**config.mk**
```make
export PLATFORM = sky130hd
export DESIGN_NAME = psdt_ctrl
export DESIGN_NICKNAME = d
export VERILOG_FILES = /design/src/rtl/psdt_pkg.sv /design/src/rtl/psdt_ctrl.sv
export SDC_FILE = /design/constraint.sdc
export NUM_CORES = 1
export LEC_CHECK = 0
export BUFFER_PORTS_ARGS = -buffer_cell sky130_fd_sc_hd__buf_2
export CORE_AREA = 2 2 39 41
export CTS_CLUSTER_DIAMETER = 60
export DETAILED_ROUTE_END_ITERATION = 16
export DIE_AREA = 0 0 41 43
export GPL_TIMING_DRIVEN = 0
export SYNTH_ARGS = -nofsm -noshare
export SYNTH_HDL_FRONTEND = slang
export SYNTH_SLANG_ARGS = --single-unit
```
**constraint.sdc**
```tcl
create_clock -name clk -period 2.5 [get_ports clk]
set_clock_uncertainty 0.2 [all_clocks]
set_input_delay 0.25 -clock clk [delete_from_list [all_inputs] [get_ports clk]]
set_output_delay 0.25 -clock clk [all_outputs]
set_load 0.05 [all_outputs]
```
**src/rtl/psdt_pkg.sv**
```systemverilog
// shared types and constants of the distinct-port tracker
// no dependencies; imported by every module of the block
package psdt_pkg;

	localparam int TABLE_ENTRIES_DEF = 256;
	localparam int HISTORY_DEPTH_DEF = 32;

	localparam logic [15:0] WINDOW_RESET    = 16'd60;
	localparam logic [15:0] THRESHOLD_RESET = 16'd20;

	localparam logic [7:0] REG_WINDOW    = 8'd0;
	localparam logic [7:0] REG_THRESHOLD = 8'd1;

	localparam logic [1:0] V_NO_ENTRY        = 2'd0;
	localparam logic [1:0] V_COUNTING        = 2'd1;
	localparam logic [1:0] V_NEWLY_BLOCKED   = 2'd2;
	localparam logic [1:0] V_ALREADY_BLOCKED = 2'd3;

	typedef enum logic [3:0] {
		ST_IDLE,
		ST_SRD,
		ST_SCMP,
		ST_PRD,
		ST_PCMP,
		ST_PEND,
		ST_FREE,
		ST_CHK,
		ST_RRD,
		ST_RCMP,
		ST_UPD
	} state_t;

	typedef struct packed {
		logic load;
		logic idx_clr;
		logic idx_inc;
		logic slot_rd;
		logic take_hit;
		logic prune_clr;
		logic alloc;
		logic restart;
		logic ring_rd;
		logic ring_cmp;
		logic update;
		logic noentry;
	} dp_cmd_t;

	typedef struct packed {
		logic hit;
		logic vld;
		logic exp;
		logic slot_last;
		logic ring_last;
		logic full;
	} dp_sts_t;

endpackage

```
**src/rtl/psdt_ctrl.sv**
```systemverilog
// controller: sequences slot search, pruning, allocation and ring compare
// depends on psdt_pkg; commands psdt_dp
module psdt_ctrl import psdt_pkg::*; (
	input  logic    clk,
	input  logic    arst_n,
	input  logic    start,
	input  dp_sts_t sts,
	output dp_cmd_t cmd,
	output logic    busy
);

	state_t state_q;
	state_t state_nxt;

	always_ff @(posedge clk or negedge arst_n) begin
		if (!arst_n) begin
			state_q <= ST_IDLE;
		end else begin
			state_q <= state_nxt;
		end
	end

	always_comb begin
		cmd       = '0;
		state_nxt = state_q;
		case (state_q)
			ST_IDLE: begin
				if (start) begin
					cmd.load    = 1'b1;
					cmd.idx_clr = 1'b1;
					state_nxt   = ST_SRD;
				end
			end
			ST_SRD: begin
				cmd.slot_rd = 1'b1;
				state_nxt   = ST_SCMP;
			end
			ST_SCMP: begin
				if (sts.hit) begin
					cmd.take_hit = 1'b1;
					state_nxt    = ST_CHK;
				end else if (sts.slot_last) begin
					cmd.idx_clr = 1'b1;
					state_nxt   = sts.full ? ST_PRD : ST_FREE;
				end else begin
					cmd.idx_inc = 1'b1;
					state_nxt   = ST_SRD;
				end
			end
			ST_PRD: begin
				cmd.slot_rd = 1'b1;
				state_nxt   = ST_PCMP;
			end
			ST_PCMP: begin
				cmd.prune_clr = sts.vld & sts.exp;
				if (sts.slot_last) begin
					cmd.idx_clr = 1'b1;
					state_nxt   = ST_PEND;
				end else begin
					cmd.idx_inc = 1'b1;
					state_nxt   = ST_PRD;
				end
			end
			ST_PEND: begin
				if (sts.full) begin
					cmd.noentry = 1'b1;
					state_nxt   = ST_IDLE;
				end else begin
					state_nxt = ST_FREE;
				end
			end
			ST_FREE: begin
				if (!sts.vld) begin
					cmd.alloc   = 1'b1;
					cmd.idx_clr = 1'b1;
					state_nxt   = ST_RRD;
				end else begin
					cmd.idx_inc = 1'b1;
				end
			end
			ST_CHK: begin
				cmd.restart = 1'b1;
				cmd.idx_clr = 1'b1;
				state_nxt   = ST_RRD;
			end
			ST_RRD: begin
				cmd.ring_rd = 1'b1;
				state_nxt   = ST_RCMP;
			end
			ST_RCMP: begin
				cmd.ring_cmp = 1'b1;
				if (sts.ring_last) begin
					state_nxt = ST_UPD;
				end else begin
					cmd.idx_inc = 1'b1;
					state_nxt   = ST_RRD;
				end
			end
			ST_UPD: begin
				cmd.update = 1'b1;
				state_nxt  = ST_IDLE;
			end
			default: begin
				state_nxt = ST_IDLE;
			end
		endcase
	end

	assign busy = state_q != ST_IDLE;

endmodule

```
==> run metrics, run 1 <==
Area Growth Syn to Fin 36.95%; Least-Margin Pin Slew 0.3742 ns; Synth Register Bits 4; non-filler instance count after layout 104; Cells after Synth 63; total negative slack 0 ns; Via density 5.317; Final Instance Area 584.3 um2; Pwr Density 1473 nW/um2; crit-path max FO 9; GR Overflow Total 0; Mapped Avg Cell Area 6.772 um2; Worst-Skew Late Latency 0.23 ns; Slew Limit Fails 0; FF/Latch Area 100.1 um2; Critical Path Sink cmd[10]; maximum clock insertion buffer count 2; VDD IR max 0.6921 mV; Vias 553; DIE AREA 1763 um2; RR Startpoint state_q[1]; CTS root buf clkbuf_4; drt wl/cell 11.29 um; # diodes 0; Top reg by flops state_q; H-tree levels 1; Final WS setup 0.2592 ns; Multi-input gate area 306.5 um2; placer's final routability congestion estimate 0.7774; Max-cap violations 0; port bufs 21; Req. time, crit path 2.05 ns; final hold violations 0; Crit. End Element primary output; max reg flops 4; worst stage delay on the critical path 0.57 ns; cells on worst reg2reg path 4; gr usage total 13.71%; crit path max-delay cell type or4b_4; Filler cells 140; Worst Path Buf+Inv 1; FMAX 0.4463 GHz; crit path DAT 1.79 ns; drt drc 0; number of nets in the layout 99; Netlist cell types 24; top cell family by delay on the critical path simple AND/OR/NAND/NOR gates; Crit. Startpoint state_q[3]; die height 43 um; Clock Sink Count 4; minimum clock period 2.241 ns; fin crit share 89.63%; Iter 0 DRT Violations 20; Hold Path Class in2async; Lkg Pwr 0.2933 nW; Row Count 14; setup-violating endpoint count in the final report 0; Initial Util 30.83%; DP Worst Slack 0.5003 ns; Post-CTS Setup Bufs 0; top flop regs state_q: 4 flops; Reg2Reg Setup Slack 0.94 ns; worst r2r dst state_q[0]; global-route wire length before repair 1718 um; startpoint types flip-flop; critical path depth in cells 5; Post-Syn Nets 72; Ports 22; run status completed; CTS buffer count 3; CTS tree built; vias in the first global route 430; DP Area 551.8 um2; Post-DRT Antenna Nets 0; placed cells 100; Placeable Area 1384 um2; routed wire length 1174 um; Worst path most repeated cell o21ai_1; initial antenna violation count 0; Warnings, synthesis 0; Mapped Area 426.7 um2; Seq/Total Area, Yosys 23.46%; max_slew headroom 74.96%; Final HPWL DP 891 um; First-pass DRT Iterations 4; WS Path Type reg2out; clock-pin slew on the worst setup and hold paths 0.04 ns; layout cell share with drive strength beyond 1 31.82%; pin count of the biggest net entering global routing 11; critical-path cell list or4b_4, nor2_1, o21ai_1, o21ai_1, buf_2; RSZ-0062 raised after global routing false; Chip Width 41 um
-- worst register-to-register path, delay by kind of cell (launching register included) --
kind | cells | cell delay, ns
AO/OA/AOI/OAI | 2 | 0.41
buffers and inverters | 2 | 0.52
flip-flops | 1 | 0.31
-- metrics by stage --
| stage | hold slack [ns] | utilization, % | power [mW] |
|---|---|---|---|
| floorplan | -0.2456 | - | 0.6450 |
| global route | 0.1674 | 42.22 | 0.9240 |
| CTS | 0.1468 | 42.22 | 0.8626 |
| global placement | -0.1460 | 39.87 | 0.7850 |
| detailed placement | -0.1443 | 39.87 | 0.7817 |
| finish | 0.1485 | 42.22 | 0.8605 |
-- cell usage after synthesis --
| master | n | area [um2] |
|---|---|---|
| nor3_2 | 1 | 10.01 |
| o21ai_0 | 1 | 5.000 |
| clkbuf_1 | 2 | 7.510 |
| o221a_1 | 1 | 11.26 |
| o21ai_1 | 4 | 20.02 |
| nand2b_1 | 7 | 43.79 |
| inv_2 | 1 | 3.750 |
| and3_1 | 5 | 31.28 |
| nor2b_1 | 1 | 6.260 |
| nand2_1 | 4 | 15.01 |
| a31oi_1 | 3 | 18.77 |
| a21oi_1 | 2 | 10.01 |
| buf_2 | 1 | 5.000 |
| o221ai_1 | 1 | 8.760 |
| or4b_4 | 1 | 13.76 |
| nor3b_1 | 1 | 7.510 |
| nor3_1 | 5 | 25.02 |
| dfrtp_1 | 4 | 100.1 |
| inv_1 | 1 | 3.750 |
| nor2_1 | 11 | 41.29 |
| o2bb2ai_1 | 1 | 8.760 |
| nand3_1 | 3 | 15.01 |
| a32oi_1 | 1 | 8.760 |
| and2_1 | 1 | 6.260 |
-- timing repair --
item | in CTS | in global routing
hold endpoints to repair | 4 | 0
hold buffers | 1 | 0
gates resized for setup | 0 | 0
-- worst min path at each step --
stage	from	to	slack, ns	depth (start not counted)
finish	arst_n	state_q[2]	0.15	2
global route	arst_n	state_q[2]	0.17	2
CTS	arst_n	state_q[2]	0.15	2
detailed placement	arst_n	state_q[2]	-0.14	1
global placement	arst_n	state_q[2]	-0.15	1
floorplan	arst_n	state_q[0]	-0.25	0
-- area by class of cell --
class                   instances  area share, %
plain buffers                   3          2.141
clock buffers                   3          3.854
inverters                       2          1.285
multi-input cells              54          52.46
flip-flops and latches          4          17.13
well taps                      16          3.426
repair buffers                 22          19.70
-- cells by family (layout without fill, tap and decap cells) --
kind of cell,count (synthesis),in the layout,share of synthesized area (%)
AO/OA/AOI/OAI,14,14,21.41
buffers and inverters,5,30,4.690
flip-flops,4,4,23.46
AND/OR/NAND/NOR,40,40,50.44
-- cells in the final DEF, fill, tap and decap left out, types with 2 or more instances in the layout --
cell type / synthesis / final
nor3_1: 5 / 5
nor2_1: 11 / 11
o21ai_1: 4 / 4
a31oi_1: 3 / 3
dfrtp_1: 4 / 4
nand3_1: 3 / 3
a21oi_1: 2 / 2
nand2b_1: 7 / 7
and3_1: 5 / 5
clkbuf_4: 0 / 3
clkbuf_1: 2 / 2
nand2_1: 4 / 4
buf_2: 1 / 22
-- report_power, final --
group / internal, mW / switching [mW]
Clock: 0.0535 / 0.0238
Combinational: 0.187 / 0.449
Sequential: 0.0963 / 0.0511
-- routing by layer --
metal / up-vias / GRT usage, % / routed length (um)
met3: 0 / 3.141 / 100
met5: - / 0 / 0
met4: 0 / 2.000 / 0
li1: 280 / - / -
met2: 30 / 21.25 / 538
met1: 243 / 19.22 / 534
(Power assumes the default switching activity.)
==> run 2: changes to the inputs <==
--- a/config.mk
+++ b/config.mk
@@ -5,12 +5,14 @@
 export SDC_FILE = /design/constraint.sdc
 export NUM_CORES = 1
 export LEC_CHECK = 0
+export ABC_CLOCK_PERIOD_IN_PS = 2500
 export BUFFER_PORTS_ARGS = -buffer_cell sky130_fd_sc_hd__buf_2
 export CORE_AREA = 2 2 39 41
 export CTS_CLUSTER_DIAMETER = 60
 export DETAILED_ROUTE_END_ITERATION = 16
 export DIE_AREA = 0 0 41 43
 export GPL_TIMING_DRIVEN = 0
+export RECOVER_POWER = 25
 export SYNTH_ARGS = -nofsm -noshare
 export SYNTH_HDL_FRONTEND = slang
 export SYNTH_SLANG_ARGS = --single-unit
==> run 2 against run 1 <==
Register-to-register slack barely moved. Critical endpoint unchanged. Via count did not move. Combinational power barely moved. Sequential share of layout area barely moved. First-iteration DRC count did not move. Routed wire length fell by 0.26%. Critical path depth did not move. Highest routed layer unchanged. Cell area fell by 0.21%.
==> run metrics, run 2 (same netlist as run 1, synthesis figures left out) <==
run status completed; VDD IR max 0.6920 mV; Max-cap violations 0; minimum clock period 2.241 ns; sw power 0.5242 mW; RSZ-0062 raised after global routing false; drt drc 0; Worst-Skew Late Latency 0.23 ns; max reg flops 4; Initial Util 30.83%; Final WS setup 0.2594 ns; Endpoint, Worst Hold state_q[2]; Post-DRT Antenna Nets 0; worst stage delay on the critical path 0.57 ns; CTS tree built; Worst path most repeated cell o21ai_1; clock group share of total power 9.0%; critical-path cell list or4b_4, nor2_1, o21ai_1, o21ai_1, buf_2; met2 Use GR 21.25%; drt wl/cell 11.26 um; Internal 0.3361 mW; die height 43 um; Post-CTS Setup Bufs 0; max_slew headroom 75.00%; Placeable Area 1384 um2; Post-CTS Resized 0; clock-pin slew on the worst setup and hold paths 0.04 ns; top flop regs state_q: 4 flops; DP Area 551.8 um2; Row Count 14; number of nets in the layout 99; Pwr Density 1475 nW/um2; Chip Width 41 um; maximum clock insertion buffer count 2; Top reg by flops state_q; CTS root buf clkbuf_4; crit-path max FO 9; Ports 22; Worst Path Buf+Inv 1; Via density 5.317; Req. time, crit path 2.05 ns; vias in the first global route 430; Lkg Pwr 0.2906 nW; global-route wire length before repair 1718 um; Sequential Power Share 17.1%; worst r2r dst state_q[0]; startpoint types flip-flop; top cell family by delay on the critical path simple AND/OR/NAND/NOR gates; total power 0.8603 mW; Final HPWL DP 891 um; DP Worst Slack 0.5003 ns; Slew Limit Fails 0; First-pass DRT Iterations 4; non-filler instance count after layout 104; layout cell share with drive strength beyond 1 30.68%; most frequent cells in the layout buf_2, nor2_1, nand2b_1, nor3_1, and3_1; Hold Path Class in2reg; CTS buffer count 3; H-tree levels 1; FMAX 0.4463 GHz; Area Growth Syn to Fin 36.66%; crit path max-delay cell type or4b_4; final core occ 42.13%; switching share of power 60.93%; initial antenna violation count 0; crit path DAT 1.79 ns; gr usage total 13.71%; Clock Sink Count 4; fin crit share 89.62%; port bufs 21; Vias 553; cells on worst reg2reg path 4; Final Instance Area 583.1 um2; hold_sp sts[2]; Filler cells 141; Comb pwr share 73.9%; placed cells 100; Crit. End Element primary output; commonest non-fill, non-tap cell in the layout buf_2; # diodes 0; Reg2Reg Setup Slack 0.94 ns; Iter 0 DRT Violations 20; routed wire length 1171 um; total negative slack 0 ns; WS Path Type reg2out; placer's final routability congestion estimate 0.7774; pin count of the biggest net entering global routing 11; WHS 0.1485 ns; RR Startpoint state_q[1]; M1 GR Usage 19.22%; Hold Path Cell Cnt 3; GR Overflow Total 0; setup-violating endpoint count in the final report 0; Most Crowded Layer GR met2; DIE AREA 1763 um2; Least-Margin Pin Slew 0.3736 ns; final hold violations 0; met3 GRT Util 3.141%
[run 2: cell types whose count changed in the layout (fill, tap and decap cells not counted)]
cell	before	now
buf_2	22	21
clkbuf_1	2	3
[run 2: layer usage]
layer | up-vias | part of all wire [%]
met2 | 30 | 46
met4 | 0 | 0
met3 | 0 | 8.5
li1 | 280 | -
met5 | - | 0
met1 | 243 | 45
[run 2: area by class of cell]
class                   count  area [um2]  share of cell area (%)
repair buffers             22       113.9                   19.53
multi-input cells          54       306.5                   52.58
inverters                   2       7.507                   1.288
flip-flops and latches      4       100.1                   17.17
clock buffers               3       22.52                   3.863
plain buffers               3       12.51                   2.146
well taps                  16       20.02                   3.433
[run 2: what timing repair did]
item,CTS,global route
hold buffers,1,0
endpoints found under the setup margin,0,0
hold endpoints to repair,4,0
[run 2: worst max path at each step]
stage / from / slack, ns / cells past startpoint / end
finish: state_q[3] / 0.26 / 5 / cmd[10]
global route: state_q[3] / 0.14 / 5 / cmd[10]
CTS: state_q[3] / 0.26 / 5 / cmd[9]
detailed placement: state_q[3] / 0.50 / 5 / cmd[9]
global placement: state_q[3] / 0.47 / 5 / cmd[10]
floorplan: state_q[0] / 0.24 / 3 / cmd[5]
[run 2: power by group through the flow]
stage               Combinational, mW  Clock, mW  Sequential (mW)
finish                          0.636     0.0773            0.147
floorplan                       0.514          0            0.132
detailed placement              0.635          0            0.147
global route                    0.689     0.0800            0.155
global placement                0.635          0            0.150
CTS                             0.638     0.0782            0.146
[run 2: worst min-delay path: cells and delay by family]
kind                   cells  cell delay, ns
and+or+nand+nor            2            0.15
buffers and inverters      1            0.14
==> run 3: changes to the inputs <==
--- a/config.mk
+++ b/config.mk
@@ -5,6 +5,7 @@
 export SDC_FILE = /design/constraint.sdc
 export NUM_CORES = 1
 export LEC_CHECK = 0
+export ABC_AREA = 1
 export ABC_CLOCK_PERIOD_IN_PS = 2500
 export BUFFER_PORTS_ARGS = -buffer_cell sky130_fd_sc_hd__buf_2
 export CORE_AREA = 2 2 39 41
==> run 3 against run 2 <==
Sequential power increased by 13%. Critical endpoint is now cmd[6]. Utilization increased by 0.81 points. Cell area increased by 1.9%.
==> run metrics, run 3 <==
Mapped Avg Cell Area 5.749 um2; Chip Width 41 um; pin count of the biggest net entering global routing 8; H-tree levels 1; Post-CTS Resized 0; Seq/Total Area, Yosys 23.53%; Area Growth Syn to Fin 39.71%; drt drc 0; vias in the first global route 469; Placeable Area 1384 um2; Crit. End Element primary output; DP Worst Slack 0.7012 ns; Cells after Synth 74; Mapped Area 425.4 um2; fin crit share 81.84%; biggest area consumer among synthesized cells dfrtp_1; max_slew headroom 75.57%; FFs w/ async S/R, synth 100.0%; top post-synthesis cells by area dfrtp_1, nand2_1, nor2_1; Vias 557; clock-pin slew on the worst setup and hold paths 0.04 ns; setup-violating endpoint count in the final report 0; critical-path cell list nor2_1, inv_1, nor4_2, buf_2; Warnings, synthesis 0; Synth Register Bits 4; final hold violations 0; ys flop type dfrtp_1; maximum clock insertion buffer count 2; Final WS setup 0.4540 ns; Worst-Skew Late Latency 0.23 ns; number of nets in the layout 110; gr usage total 14.83%; Sequential Power Share 19.1%; DP Area 563.0 um2; Req. time, crit path 2.05 ns; Slew Limit Fails 0; top flop regs state_q: 4 flops; FMAX 0.4888 GHz; global-route wire length before repair 1800 um; met3 GRT Util 0%; Final Instance Area 594.3 um2; VDD IR max 0.6161 mV; Post-DRT Antenna Nets 0; Post-Syn Nets 83; placer's final routability congestion estimate 0.7689; Worst Path Buf+Inv 2; Post-synth EDFFs 0; non-filler instance count after layout 115; sw power 0.5657 mW; Netlist cell types 16; CTS root buf clkbuf_4; top cell family by delay on the critical path simple AND/OR/NAND/NOR gates; port bufs 21; Most Crowded Layer GR met2; crit path max-delay cell type dfrtp_1; final core occ 42.95%; WS Path Type reg2out; startpoint types flip-flop; run status completed; First-pass DRT Iterations 4; Initial Util 30.74%; Top reg by flops state_q; Comb pwr share 72.1%; DIE AREA 1763 um2; crit-path max FO 7; drt wl/cell 10.23 um; layout cell share with drive strength beyond 1 33.33%; top post-synthesis cells by count nand2_1, nor2_1, inv_1; Max-cap violations 0; CTS buffer count 3; max reg flops 4; GR Overflow Total 0; commonest non-fill, non-tap cell in the layout buf_2; clock group share of total power 8.8%; worst stage delay on the critical path 0.45 ns; Ports 22; total power 0.8685 mW; minimum clock period 2.046 ns; Least-Margin Pin Slew 0.3651 ns; # diodes 0; Yosys top cell area share 23.53%; Via density 4.843; initial antenna violation count 0; Hold Path Class in2reg; crit path DAT 1.60 ns; total negative slack 0 ns; Row Count 14; Pwr Density 1461 nW/um2; Internal 0.3028 mW; M1 GR Usage 19.93%; most frequent cells in the layout buf_2, nor2_1, nand2_1, inv_1, nand3_1; WHS 0.1058 ns; routed wire length 1177 um; Iter 0 DRT Violations 9; CTS tree built; Lkg Pwr 0.3397 nW; RSZ-0062 raised after global routing false; met2 Use GR 23.13%; placed cells 111; switching share of power 65.14%; die height 43 um; Final HPWL DP 960.9 um; Clock Sink Count 4
==> run 3: changes by cell type after synthesis, sizes merged, moves of 3 or more <==
cell	previous run	this run
a31oi	3	0
and3	5	0
inv	2	13
nand2	4	16
nand2b	7	0
nand3	3	10
nand4	0	4
nor2	11	20
nor3	6	1
o21ai	5	2
==> run 3: worst reg2reg max path, cell delays in order, from the launching register on <==
cell     delay [ns]
dfrtp_1        0.45
nor2_1         0.33
nand2_1        0.14
o21ai_2        0.16
nor2_1         0.06
==> run 3: logic make-up after synthesis <==
kind of cell	share of synthesized area, %
simple gates	58.23
compound gates	6.765
flops	23.53
buf+inv	11.47
==> run 3: worst paths after layout <==
kind | start | endpoint | slack, ns | depth (start not counted)
worst min register to register | state_q[0] | state_q[2] | 0.53 | 4
worst max register to register | state_q[1] | state_q[0] | 1.03 | 4
worst min-delay path | start | state_q[3] | 0.11 | 3
worst max-delay path | state_q[1] | cmd[6] | 0.45 | 4
max in group asynchronous | arst_n | state_q[3] | 1.75 | 2
min in group asynchronous | arst_n | state_q[2] | 0.18 | 2
==> run 3: what timing repair did <==
action | CTS | global route
endpoints found under the hold margin | 4 | 0
hold buffers | 1 | 0
setup buffers | 0 | 0
endpoints found under the setup margin | 0 | 0
==> run 3: cell type report <==
class                      count  area (um2)
fill                         164       789.5
multi-input combinational     57       289.0
timing repair buffer          22       113.9
sequential                     4       100.1
inverter                      13       48.80
clock buffer                   3       22.52
tap                           16       20.02
==> run 3: power by group through the flow <==
stage,combinational (mW),sequential (mW),clock (mW)
4_1_cts,0.631,0.164,0.0815
3_5_place_dp,0.630,0.165,0
6_report,0.626,0.166,0.0763
5_1_grt,0.689,0.170,0.0839
3_3_place_gp,0.629,0.165,0
2_1_floorplan,0.509,0.148,0
==> run 3: metal layers <==
metal | vias to the layer above | wire length (um)
li1 | 289 | -
met1 | 257 | 531
met2 | 11 | 604
met3 | 0 | 41
met4 | 0 | 0
met5 | - | 0
